==> src/hw/rtl/tkps_pkg.sv <==
`default_nettype none

package tkps_pkg;

  // Configuration port geometry.
  localparam int CFG_IDX_W  = 3;
  localparam int CFG_DATA_W = 60;

  // Band table: ten 12-bit sizes in MB, split over two registers.
  localparam int BAND_W     = 12;
  localparam int BAND_TOTAL = 10;
  localparam int BAND_IDX_W = 4;
  localparam int TABLE_W    = BAND_W * BAND_TOTAL;

  // Datapath widths, sized to the largest value each one can carry.
  localparam int DIV_W     = 42;
  localparam int DIV_CNT_W = 6;
  localparam int PTS_W     = 40;
  localparam int PAGES_W   = 37;
  localparam int SIZE_W    = 29;
  localparam int PAGE_SHIFT = 8;

  // Fixed factors of the scoring rules.
  localparam int PCT       = 100;
  localparam int ADMIN_PCT = 3;

  // Register reset values.
  localparam logic [15:0]         RST_CACHE_GAP  = 16'd200;
  localparam logic [9:0]          RST_CACHED_MIN = 10'd900;
  localparam logic [9:0]          RST_SWAP_RATIO = 10'd100;
  localparam logic [CFG_DATA_W-1:0] RST_BAND_LOW  = 60'd84463113890613200;
  localparam logic [CFG_DATA_W-1:0] RST_BAND_HIGH = 60'd45046994075156680;

  // Configuration register indexes.
  typedef enum logic [CFG_IDX_W-1:0] {
    REG_CACHE_GAP  = 3'd0,
    REG_CACHED_MIN = 3'd1,
    REG_SWAP_RATIO = 3'd2,
    REG_BAND_LOW   = 3'd3,
    REG_BAND_HIGH  = 3'd4
  } cfg_reg_e;

  typedef struct packed {
    logic [15:0]           cache_gap;
    logic [9:0]            cached_min_level;
    logic [9:0]            swap_ratio_pct;
    logic [CFG_DATA_W-1:0] band_table_high;
    logic [CFG_DATA_W-1:0] band_table_low;
  } cfg_t;

  typedef struct packed {
    logic              start;
    logic [DIV_W-1:0]  dividend;
    logic [BAND_W-1:0] divisor;
  } div_req_t;

  typedef struct packed {
    logic              done;
    logic [DIV_W-1:0]  quot;
    logic [BAND_W-1:0] rem;
  } div_rsp_t;

  // Band size at a table index; a zero entry counts as one MB.
  function automatic logic [BAND_W-1:0] band_pick(input logic [TABLE_W-1:0] tbl,
                                                  input logic [BAND_IDX_W-1:0] idx);
    logic [BAND_W-1:0] v;
    v = '0;
    for (int e = 0; e < BAND_TOTAL; e++) begin
      if (idx == BAND_IDX_W'(e)) begin
        v = tbl[e*BAND_W +: BAND_W];
      end
    end
    if (v == '0) begin
      v = BAND_W'(1);
    end
    return v;
  endfunction

endpackage

`default_nettype wire

==> src/hw/rtl/tkps_cfg.sv <==
`default_nettype none

module tkps_cfg
  import tkps_pkg::*;
(
  input  wire logic                  clk,
  input  wire logic                  rst,
  input  wire logic                  wr_en,
  input  wire logic [CFG_IDX_W-1:0]  wr_index,
  input  wire logic [CFG_DATA_W-1:0] wr_data,
  output cfg_t                       cfg
);

  // Register file; writes to unknown indexes are dropped.
  always_ff @(posedge clk) begin
    if (rst) begin
      cfg.cache_gap        <= RST_CACHE_GAP;
      cfg.cached_min_level <= RST_CACHED_MIN;
      cfg.swap_ratio_pct   <= RST_SWAP_RATIO;
      cfg.band_table_low   <= RST_BAND_LOW;
      cfg.band_table_high  <= RST_BAND_HIGH;
    end else if (wr_en) begin
      unique case (wr_index)
        REG_CACHE_GAP:  cfg.cache_gap        <= wr_data[15:0];
        REG_CACHED_MIN: cfg.cached_min_level <= wr_data[9:0];
        REG_SWAP_RATIO: cfg.swap_ratio_pct   <= wr_data[9:0];
        REG_BAND_LOW:   cfg.band_table_low   <= wr_data;
        REG_BAND_HIGH:  cfg.band_table_high  <= wr_data;
        default: ;
      endcase
    end
  end

endmodule

`default_nettype wire

==> src/hw/rtl/tkps_div.sv <==
`default_nettype none

module tkps_div
  import tkps_pkg::*;
(
  input  wire logic     clk,
  input  wire logic     rst,
  input  wire div_req_t req,
  output div_rsp_t      rsp
);

  logic [DIV_W-1:0]     work;
  logic [BAND_W-1:0]    rem;
  logic [BAND_W-1:0]    divisor;
  logic [DIV_CNT_W-1:0] cnt;
  logic                 done;

  logic [BAND_W:0] shifted;
  logic [BAND_W:0] diff;
  logic            fits;

  // One restoring step: bring down the next dividend bit and try a subtract.
  always_comb begin
    shifted = {rem, work[DIV_W-1]};
    diff    = shifted - {1'b0, divisor};
    fits    = shifted >= {1'b0, divisor};
  end

  // The dividend register shifts out its bits while quotient bits shift in.
  always_ff @(posedge clk) begin
    if (rst) begin
      cnt  <= '0;
      done <= 1'b0;
    end else begin
      done <= 1'b0;
      if (req.start) begin
        work    <= req.dividend;
        rem     <= '0;
        divisor <= req.divisor;
        cnt     <= DIV_CNT_W'(DIV_W);
      end else if (cnt != '0) begin
        work <= {work[DIV_W-2:0], fits};
        rem  <= fits ? diff[BAND_W-1:0] : shifted[BAND_W-1:0];
        cnt  <= cnt - DIV_CNT_W'(1);
        done <= (cnt == DIV_CNT_W'(1));
      end
    end
  end

  assign rsp.done = done;
  assign rsp.quot = work;
  assign rsp.rem  = rem;

endmodule

`default_nettype wire

==> src/hw/rtl/task_kill_priority_score.sv <==
`default_nettype none

// Channel   Dir  Handshake               Payload
// s_*       in   s_tvalid / s_tready     s_tdata: task sizes and adj, s_tuser: flags
// m_*       out  m_tvalid / m_tready     m_tdata: kill_score
// cfg_*     in   cfg_valid / cfg_ready   cfg_index, cfg_data
//
// A task with a non-positive adjustment or the skip flag goes straight to ST_OUT.
// Other tasks run the swap scaling, the band walk, then the band share or the two
// tail divisions, and for admin tasks the admin cut; each division runs on the one
// radix-2 divider, and the band walk steps one band per cycle.
// Reset is synchronous; the configuration registers return to their defaults.
// A stalled m_tready holds the result word and delays only the next task's finish.
module task_kill_priority_score
  import tkps_pkg::*;
#(
  parameter int BAND_COUNT = 10
) (
  input  wire logic                  clk,
  input  wire logic                  rst,
  input  wire logic                  s_tvalid,
  output logic                       s_tready,
  // [10:0] score_adj, [42:11] resident_pages, [74:43] swapped_pages,
  // [106:75] table_pages, [111:107] zero
  input  wire logic [111:0]          s_tdata,
  // [0] skip_task, [1] is_admin
  input  wire logic [1:0]            s_tuser,
  output logic                       m_tvalid,
  input  wire logic                  m_tready,
  // [31:0] kill_score
  output logic [31:0]                m_tdata,
  input  wire logic                  cfg_valid,
  output logic                       cfg_ready,
  input  wire logic [CFG_IDX_W-1:0]  cfg_index,
  input  wire logic [CFG_DATA_W-1:0] cfg_data
);

  localparam logic [BAND_IDX_W-1:0] BAND_LIMIT = BAND_IDX_W'(BAND_COUNT);
  localparam logic [BAND_IDX_W-1:0] BAND_LAST  = BAND_IDX_W'(BAND_COUNT - 1);

  typedef enum logic [9:0] {
    ST_IDLE  = 10'b0000000001,
    ST_BASE  = 10'b0000000010,
    ST_SWAP  = 10'b0000000100,
    ST_WALK  = 10'b0000001000,
    ST_PART  = 10'b0000010000,
    ST_REM1  = 10'b0000100000,
    ST_REM2  = 10'b0001000000,
    ST_ADMIN = 10'b0010000000,
    ST_ADMW  = 10'b0100000000,
    ST_OUT   = 10'b1000000000
  } state_t;

  state_t state;

  cfg_t     cfg;
  div_req_t div_req;
  div_rsp_t div_rsp;

  // Task registers.
  logic [9:0]            adj;
  logic                  admin;
  logic                  zero_score;
  logic [31:0]           rss;
  logic [31:0]           swp;
  logic [31:0]           tbl;
  logic [PTS_W-1:0]      points;
  logic [SIZE_W-1:0]     size;
  logic [BAND_IDX_W-1:0] idx;
  logic [BAND_W-1:0]     bsel;

  logic                  s_fire;
  logic [10:0]           gap_steps;
  logic [26:0]           gap_prod;
  logic [PTS_W-1:0]      base_points;
  logic [DIV_W-1:0]      swp_prod;
  logic [PAGES_W-1:0]    pages;
  logic [BAND_IDX_W-1:0] idx_start;
  logic [BAND_W-1:0]     band_b;
  logic                  band_full;
  logic [SIZE_W-1:0]     size_left;
  logic [PTS_W-1:0]      tail_whole;
  logic [31:0]           score;

  tkps_cfg u_cfg (
    .clk      (clk),
    .rst      (rst),
    .wr_en    (cfg_valid),
    .wr_index (cfg_index),
    .wr_data  (cfg_data),
    .cfg      (cfg)
  );

  tkps_div u_div (
    .clk (clk),
    .rst (rst),
    .req (div_req),
    .rsp (div_rsp)
  );

  assign cfg_ready = 1'b1;
  assign s_tready  = (state == ST_IDLE);
  assign s_fire    = s_tvalid && s_tready;

  // Base points: the adjustment plus the cached-application gap.
  always_comb begin
    gap_steps   = 11'(adj) - 11'(cfg.cached_min_level) + 11'd1;
    gap_prod    = 27'(cfg.cache_gap) * 27'(gap_steps);
    base_points = PTS_W'(adj);
    if (adj >= cfg.cached_min_level) begin
      base_points = PTS_W'(adj) + PTS_W'(gap_prod);
    end
  end

  assign swp_prod = DIV_W'(swp) * DIV_W'(cfg.swap_ratio_pct);
  assign pages    = PAGES_W'(rss) + PAGES_W'(div_rsp.quot[35:0]) + PAGES_W'(tbl);

  // First band index: the adjustment in hundreds.
  always_comb begin
    idx_start = '0;
    for (int k = 1; k <= BAND_TOTAL; k++) begin
      idx_start = idx_start + {3'b000, (adj >= 10'(k * PCT))};
    end
  end

  // Current band and what a full pass through it leaves.
  always_comb begin
    band_b     = band_pick({cfg.band_table_high, cfg.band_table_low}, idx);
    band_full  = size >= SIZE_W'(band_b);
    size_left  = size - SIZE_W'(band_b);
    tail_whole = PTS_W'(div_rsp.quot[SIZE_W-1:0]) * PTS_W'(PCT);
  end

  // Divider requests issued by the sequencer.
  always_comb begin
    div_req.start    = 1'b0;
    div_req.dividend = '0;
    div_req.divisor  = BAND_W'(PCT);
    unique case (state)
      ST_BASE: begin
        div_req.start    = 1'b1;
        div_req.dividend = swp_prod;
      end
      ST_WALK: begin
        div_req.divisor = band_b;
        if (idx < BAND_LIMIT) begin
          if (!band_full) begin
            div_req.start    = 1'b1;
            div_req.dividend = DIV_W'(size) * DIV_W'(PCT);
          end else if (size_left != '0 && idx == BAND_LAST) begin
            div_req.start    = 1'b1;
            div_req.dividend = DIV_W'(size_left);
          end
        end
      end
      ST_REM1: begin
        div_req.divisor  = bsel;
        div_req.start    = div_rsp.done;
        div_req.dividend = DIV_W'(div_rsp.rem) * DIV_W'(PCT);
      end
      ST_ADMIN: begin
        div_req.start    = admin;
        div_req.dividend = DIV_W'(points) * DIV_W'(ADMIN_PCT);
      end
      default: ;
    endcase
  end

  // Final score: zero for skipped tasks, else floor of one, saturated to 32 bits.
  always_comb begin
    if (zero_score) begin
      score = '0;
    end else if (points == '0) begin
      score = 32'd1;
    end else if (points[PTS_W-1:32] != '0) begin
      score = '1;
    end else begin
      score = points[31:0];
    end
  end

  // Sequencer.
  always_ff @(posedge clk) begin
    if (rst) begin
      state    <= ST_IDLE;
      m_tvalid <= 1'b0;
    end else begin
      // The result word is loaded from ST_OUT and leaves on m_tready.
      if (state == ST_OUT && (!m_tvalid || m_tready)) begin
        m_tvalid <= 1'b1;
      end else if (m_tvalid && m_tready) begin
        m_tvalid <= 1'b0;
      end
      unique case (state)
        ST_IDLE: begin
          if (s_fire) begin
            adj        <= s_tdata[9:0];
            rss        <= s_tdata[42:11];
            swp        <= s_tdata[74:43];
            tbl        <= s_tdata[106:75];
            admin      <= s_tuser[1];
            zero_score <= s_tdata[10] || (s_tdata[10:0] == '0) || s_tuser[0];
            if (s_tdata[10] || (s_tdata[10:0] == '0) || s_tuser[0]) begin
              state <= ST_OUT;
            end else begin
              state <= ST_BASE;
            end
          end
        end
        ST_BASE: begin
          points <= base_points;
          state  <= ST_SWAP;
        end
        ST_SWAP: begin
          if (div_rsp.done) begin
            size  <= pages[PAGES_W-1:PAGE_SHIFT];
            idx   <= idx_start;
            state <= ST_WALK;
          end
        end
        ST_WALK: begin
          bsel <= band_b;
          if (idx >= BAND_LIMIT) begin
            state <= ST_ADMIN;
          end else if (!band_full) begin
            state <= ST_PART;
          end else begin
            points <= points + PTS_W'(PCT);
            size   <= size_left;
            idx    <= idx + BAND_IDX_W'(1);
            if (size_left != '0 && idx == BAND_LAST) begin
              state <= ST_REM1;
            end
          end
        end
        ST_PART: begin
          if (div_rsp.done) begin
            points <= points + PTS_W'(div_rsp.quot[SIZE_W+6:0]);
            state  <= ST_ADMIN;
          end
        end
        ST_REM1: begin
          if (div_rsp.done) begin
            points <= points + tail_whole;
            state  <= ST_REM2;
          end
        end
        ST_REM2: begin
          if (div_rsp.done) begin
            points <= points + PTS_W'(div_rsp.quot[BAND_W-1:0]);
            state  <= ST_ADMIN;
          end
        end
        ST_ADMIN: begin
          state <= admin ? ST_ADMW : ST_OUT;
        end
        ST_ADMW: begin
          if (div_rsp.done) begin
            points <= points - div_rsp.quot[PTS_W-1:0];
            state  <= ST_OUT;
          end
        end
        ST_OUT: begin
          if (!m_tvalid || m_tready) begin
            m_tdata <= score;
            state   <= ST_IDLE;
          end
        end
        default: state <= ST_IDLE;
      endcase
    end
  end

endmodule

`default_nettype wire
==> config.mk <==
export PLATFORM = sky130hd
export DESIGN_NAME = task_kill_priority_score
export DESIGN_NICKNAME = d
export VERILOG_FILES = /design/src/hw/rtl/tkps_pkg.sv /design/src/hw/rtl/tkps_cfg.sv /design/src/hw/rtl/tkps_div.sv /design/src/hw/rtl/task_kill_priority_score.sv
export SDC_FILE = /design/constraint.sdc
export NUM_CORES = 2
export LEC_CHECK = 0
export ABC_AREA = 1
export BUFFER_PORTS_ARGS = -buffer_cell sky130_fd_sc_hd__buf_2
export CAP_MARGIN = 5
export CORE_ASPECT_RATIO = 1.1
export CORE_MARGIN = 10
export CORE_UTILIZATION = 45
export CTS_BUF_LIST = sky130_fd_sc_hd__clkbuf_4 sky130_fd_sc_hd__clkbuf_8
export DETAILED_ROUTE_END_ITERATION = 10
export PLACE_DENSITY_LB_ADDON = 0.08
export SYNTH_ARGS = -nofsm -noshare
export SYNTH_HDL_FRONTEND = slang
export SYNTH_SLANG_ARGS = --single-unit
==> constraint.sdc <==
create_clock -name clk -period 12.72 [get_ports clk]
set_clock_uncertainty 0.15 [all_clocks]
set_input_delay 0.636 -clock clk [delete_from_list [all_inputs] [get_ports clk]]
set_output_delay 0.636 -clock clk [all_outputs]
set_load 0.02 [all_outputs]
=== Word level (Yosys, flattened, before mapping) ===
Index checks and enable logic that the tools add are counted.

* Register bits after elaboration: 465
* Latch bits: 0
* Bits in writable memories: 0
* Bits in read-only memories: 0
* Output and inout bits: 35
* Word-level logic and storage cells: 197
* Memories kept: 0

* Add/sub/neg operators: 23
* Multipliers: 6
* Div/mod/pow operators: 0
* $lt $le $gt $ge: 15
* Equal/unequal tests: 35
* Shift-type cells: 0
* Muxes and demuxes: 54
* Bitwise operators: 2
* Reductions and logical operators: 37

{| class="wikitable"
|+ Operators with widths
! kind !! number
|-
| 2-to-1 mux 40 bit || 6
|-
| case mux 40 bit (6 select lines) || 1
|-
| case mux 43 bit (4 select lines) || 1
|-
| 2-to-1 mux 12 bit || 13
|-
| 2-to-1 mux 43 bit || 3
|-
| 2-to-1 mux 10 bit || 11
|-
| case mux 10 bit (9 select lines) || 1
|-
| 2-to-1 mux 29 bit || 3
|-
| 2-to-1 mux 42 bit || 2
|-
| adder 40 x 36 -> 40 bit || 2
|-
| multiplier 29 x 5 -> 34 bit, second input constant || 2
|-
| case mux 29 bit (2 select lines) || 1
|-
| >= comparator 10 bit, second input constant || 5
|-
| multiplier 32 x 10 -> 42 bit || 1
|-
| multiplier 40 x 2 -> 42 bit, second input constant || 1
|-
| adder 40 x 12 -> 40 bit || 1
|-
| adder 40 x 7 -> 40 bit, second input constant || 1
|-
| zero test 40 bit || 1
|-
| subtractor 40 bit || 1
|-
| adder 32 x 36 -> 37 bit || 1
|-
| adder 37 x 32 -> 37 bit || 1
|-
| 2-to-1 mux 32 bit || 1
|-
| >= comparator 10 x 9 -> 1 bit, second input constant || 3
|-
| >= comparator 29 x 12 -> 1 bit || 1
|-
| other kinds (65) || 108
|}

=== Depth between registers and ports, before layout ===
* Word-level depth: 22
* Gate-level depth with buffers: 46
* Mapped depth without buffers: 45

=== Hierarchy ===
From an unflattened synthesis, not the netlist that was laid out.

* Cell total of the unflattened synthesis: 8072
* Area total of the unflattened synthesis: 58589.9 µm²

{| class="wikitable"
|+ Modules (own cells, without submodules)
! module !! times used !! cells each !! area each (µm²) !! sequential area each (µm²)
|-
| task_kill_priority_score || 1 || 6752 || 48622.9 || 6976.7
|-
| tkps_cfg || 1 || 864 || 6070.8 || 3123.0
|-
| tkps_div || 1 || 456 || 3896.2 || 2122.0
|}

=== Worst setup path after synthesis ===
No wires, ideal clock.

* Path kind: register to register
* Start point: register state[6]
* End point: register adj[0] (enable)
* Library setup time: 0.707 ns
* Arrival: 8.183 ns
* Data required time: 11.863 ns
* Setup slack: 3.680 ns
* Cell stages (with the launch flop): 6
* Path buffers: 0
* Clock period less this slack: 9.040 ns
* Cell sequence: dfxtp_1 nor2_1 inv_1 nor2_2 nand3_1 nor3_1

* Cells in the longest elaborated chain, start to end: 3

{| class="wikitable"
|+ RTL lines
! item !! RTL line !! RTL
|-
| from (decl) || task_kill_priority_score.sv:54 || <nowiki>state_t state;</nowiki>
|-
| from (signal assigned) || task_kill_priority_score.sv:255 || <nowiki>state <= admin ? ST_ADMW : ST_OUT;</nowiki>
|-
| == test 10 x 1 -> 1 bit * || task_kill_priority_score.sv:102, task_kill_priority_score.sv:194 ||
|-
| logical AND 1 bit || task_kill_priority_score.sv:103 || <nowiki>assign s_fire = s_tvalid && s_tready;</nowiki>
|-
| AND reduction 3 bit (no source line) * || - ||
|-
| to (signal assigned) || task_kill_priority_score.sv:197 || <nowiki>adj <= s_tdata[9:0];</nowiki>
|-
| to (decl) || task_kill_priority_score.sv:61 || <nowiki>logic [9:0] adj;</nowiki>
|}

Mark *: on every way between the ends. The rest lies on a longest branch, timed or not.
A chain may end at the register's enable or synchronous reset.

=== Worst setup path after layout ===
* Start point: register adj[2]
* End point: register points[26], data pin

* Cells in the longest elaborated chain, start to end: 6
* Elaborated cells between the ends (all ways): 7
* Those cells by class: add/sub: 3; mul: 1; order compare: 1; mux: 2

{| class="wikitable"
|+ RTL lines
! item !! RTL line !! RTL
|-
| subtractor 10 x 10 -> 11 bit || task_kill_priority_score.sv:107 || <nowiki>gap_steps = 11'(adj) - 11'(cfg.cached_min_level) + 11'd1;</nowiki>
|-
| adder 11 x 1 -> 11 bit || task_kill_priority_score.sv:107 ||
|-
| multiplier 16 x 11 -> 27 bit || task_kill_priority_score.sv:108 || <nowiki>gap_prod = 27'(cfg.cache_gap) * 27'(gap_steps);</nowiki>
|-
| adder 10 x 27 -> 28 bit || task_kill_priority_score.sv:111 || <nowiki>base_points = PTS_W'(adj) + PTS_W'(gap_prod);</nowiki>
|-
| 2-to-1 mux 28 bit * || task_kill_priority_score.sv:110 || <nowiki>if (adj >= cfg.cached_min_level) begin</nowiki>
|-
| case mux 40 bit (6 select lines) * || task_kill_priority_score.sv:194 || <nowiki>unique case (state)</nowiki>
|-
| to (signal assigned) || task_kill_priority_score.sv:211 || <nowiki>points <= base_points;</nowiki>
|-
| to (signal assigned) || task_kill_priority_score.sv:228 || <nowiki>points <= points + PTS_W'(PCT);</nowiki>
|-
| to (signal assigned) || task_kill_priority_score.sv:238 || <nowiki>points <= points + PTS_W'(div_rsp.quot[SIZE_W+6:0]);</nowiki>
|-
| to (decl) || task_kill_priority_score.sv:67 || <nowiki>logic [PTS_W-1:0] points;</nowiki>
|}

Marks and branches as above.

==> out/results.ini <==
[clock_network]
postCtsSetupBuffers=0
cts_max_level=3
holdBufCountCts=167
cts_tree=yes
clk_path_buf_depth=3
postCtsResizedCells=0
cts-buffers-inserted=93
clock_sinks=465
clock_latency_ns=0.89
clkTransAtPathRegs_ns=0.08
cts_root_buffer=clkbuf_8

[sta]
period_needed_ns=9.170
setup_violations=0
fin_tns_setup_ns=0
slew_headroom_pct=25.23
rsz0062_at_grt=false
tightest_slew_ns=1.110
finalMaxSlewViolations=0
post-route-period-util_pct=72.09
fmax_ghz=0.1090
hold_violations=0

[die]
row_count=137
ios=217
floorplan.initialDensity_pct=45.44
die_x_um=361.9
die_h_um=396.1
die_area_um2=143400
coreArea_um2=127400

[worst_setup_path]
arrival_ns=9.54
r2r_cells=35
crit-reg2reg-capture=points[26]
crit_cells=35
cp_common_cell=nand2_1
worstSetupEndpointType=flop
max_stage_delay_ns=0.87
worstPathMaxFanout=14
path_buf_inv=3
slowest_stage=o21ai_0
r2r_setup_slack_ns=3.55
cp-start-kind=flop
worstPathRequired_ns=13.09
criticalPathCategory=flop to flop
r2r_start=adj[2]
crit_family=adder cells

[pwr]
leakagePower_uw=0.03241
vdd_drop_max_mv=0.2872
total_power_uw=18490
p_per_area_nw_per_um2=287.3

[final_layout]
regArea_um2=12220
layout-drive-gt1-share_pct=7.305
fillers=12930
multiInputGateArea_um2=39480
final_core_util_pct=50.54
nets=9488
area_growth_pct=11.22

[place]
io_buffers=210
dp_hpwl_mm=176.5
gp_congestion=0.9806

[yosys]
ys.flop_type=edfxtp_1
synth.most_common_cell=nand2_1
synth_top_area_share_pct=16.47
syn_inst=7896
synth_area_um2=57870
syn-num-nets=9194
synth_edf_count=291
synth_seq_area_share_pct=21.12
yosys.cell_types.count=73
yosysTopAreaCell=fa_1
async_flop_share_pct=0
synthTopCellsByCount=1739 x nand2_1, 1396 x inv_1, 793 x nor2_1
syn_avg_cell_area_um2=7.329
ys_seq_elements=465
synth_area_leaders=fa_1 16%, edfxtp_1 15%, ha_1 14%
yosys_warnings=0

[drt]
drt_iter0_drc=5043
ant_nets=0
drc=0
vias=54010
drt_pass1_iterations=6
drt-total-wl_mm=217.8
wl_per_cell_um=21.92
viasPerCell=5.435

[grt]
antenna_found_initial=11
grt_overflow=0
track_usage_pct=29.97
grt_pass1_vias=52920
top_usage_layer=met2
met2_usage_pct=47.70
grt_pass1_wl_mm=329.0
use_met1_pct=41.89
met3_usage_pct=3.526
grt_max_degree=109

[worst_hold_path]
holdPathEnd=u_cfg.cfg[139]
hold_class=primary input to flop
min_from=cfg_index[1]
min_path_cells=3

[job]
drv_cap=0

[status]
status=finished, final reports clean

state kept, by name, indices dropped and copies added, names as in the netlist, 4 cells and up:
register and count:
u_cfg.cfg 156, u_div.work 42, points 40, m_tdata 32, rss 32, swp 32, tbl 32, size 29
bsel 12, u_div.divisor 12, u_div.rem 12, adj 10, state 10, u_div.cnt 6, idx 4
metrics by stage:
stage               hold slack [ns]  cell area (µm²)  std cells  setup WS [ns]
detailed placement           0.2870            60550       9596          3.656
finish                      0.08080            64370       9938          3.550
global route                0.07318            64370       9937          3.064
global placement             0.2826            60550       9596          3.721
CTS                        0.002767            64360       9936          3.595
floorplan                    0.2714            57870       7896          3.680
report_power, final:
| group | switching, µW | leakage [µW] | internal [µW] | total [µW] |
|---|---|---|---|---|
| registers | 461 | 0.00410 | 2010 | 2480 |
| logic | 9330 | 0.0272 | 4840 | 14200 |
| clock network | 828 | 0.00112 | 1010 | 1840 |
| total | 10600 | 0.0324 | 7870 | 18500 |
worst register-to-register path: cells and delay by family (launching register included):
kind                     cells  cell delay (ns)
AO/OA/AOI/OAI               10             2.27
flip-flops                   1             0.48
adder cells (fa/ha/maj)      8             3.77
buffers and inverters        3             0.59
AND/OR/NAND/NOR             14             1.56
kinds of logic after synthesis:
family	after synthesis	synth area share, %
DFF	465	21.12
and+or+nand+nor	3184	22.83
other	1	0.006480
muxes	2	0.03459
xor gates and xnor gates	126	1.933
buffers and inverters	1651	10.78
AOI/OAI and AO/OA	1351	12.99
adders and majority gates	1116	30.30
layout make-up:
cell class                 count  share of cell area, %
clock inverter                39                 0.7114
clock buffer                 134                  2.622
antenna                        2               0.007775
timing repair buffer         420                  4.731
tap                         1668                  3.242
inverter                    1430                  8.353
multi-input combinational   5780                  61.34
sequential                   465                  18.99
worst max-delay path by stage:
stage,startpoint,slack [ns],end
global route,adj[2],3.06,points[26]
CTS,adj[2],3.60,points[26]
floorplan,state[6],3.68,adj[0]
detailed placement,adj[2],3.66,points[26]
finish,adj[2],3.55,points[26]
global placement,adj[2],3.72,points[26]
metal layers:
layer	up-vias	part of all wire [%]
met2	1780	45
met1	25990	45
met3	309	6.4
li1	25920	-
met5	-	0.033
met4	10	3.5
placed cells by master, fill, tap and decap left out, types with 11 or more instances in the layout:
master,netlist,final
o211ai_1,42,42
o21bai_1,19,19
inv_1,1396,1395
dfxtp_1,174,172
clkinv_2,1,15
nor2_1,793,790
clkbuf_4,0,25
fa_1,476,476
buf_4,2,43
nand3_1,343,342
clkbuf_8,0,109
a31oi_1,53,53
buf_2,11,210
xor2_1,78,77
nand2_1,1739,1739
nand2_2,11,11
nor4_1,24,22
ha_1,640,640
nand3b_1,29,29
a21oi_1,538,538
a21o_1,35,35
dlygate4sd3_1,0,167
or2_2,80,80
xnor2_1,46,46
o21ai_0,511,511
inv_2,28,29
nor3_1,64,61
a21boi_0,15,15
o21ai_1,19,18
edfxtp_1,291,291
nand4_1,60,60
nor2_2,10,12
o21a_1,29,29
o221ai_1,19,19
No activity file was read; power rests on OpenSTA's default activity.
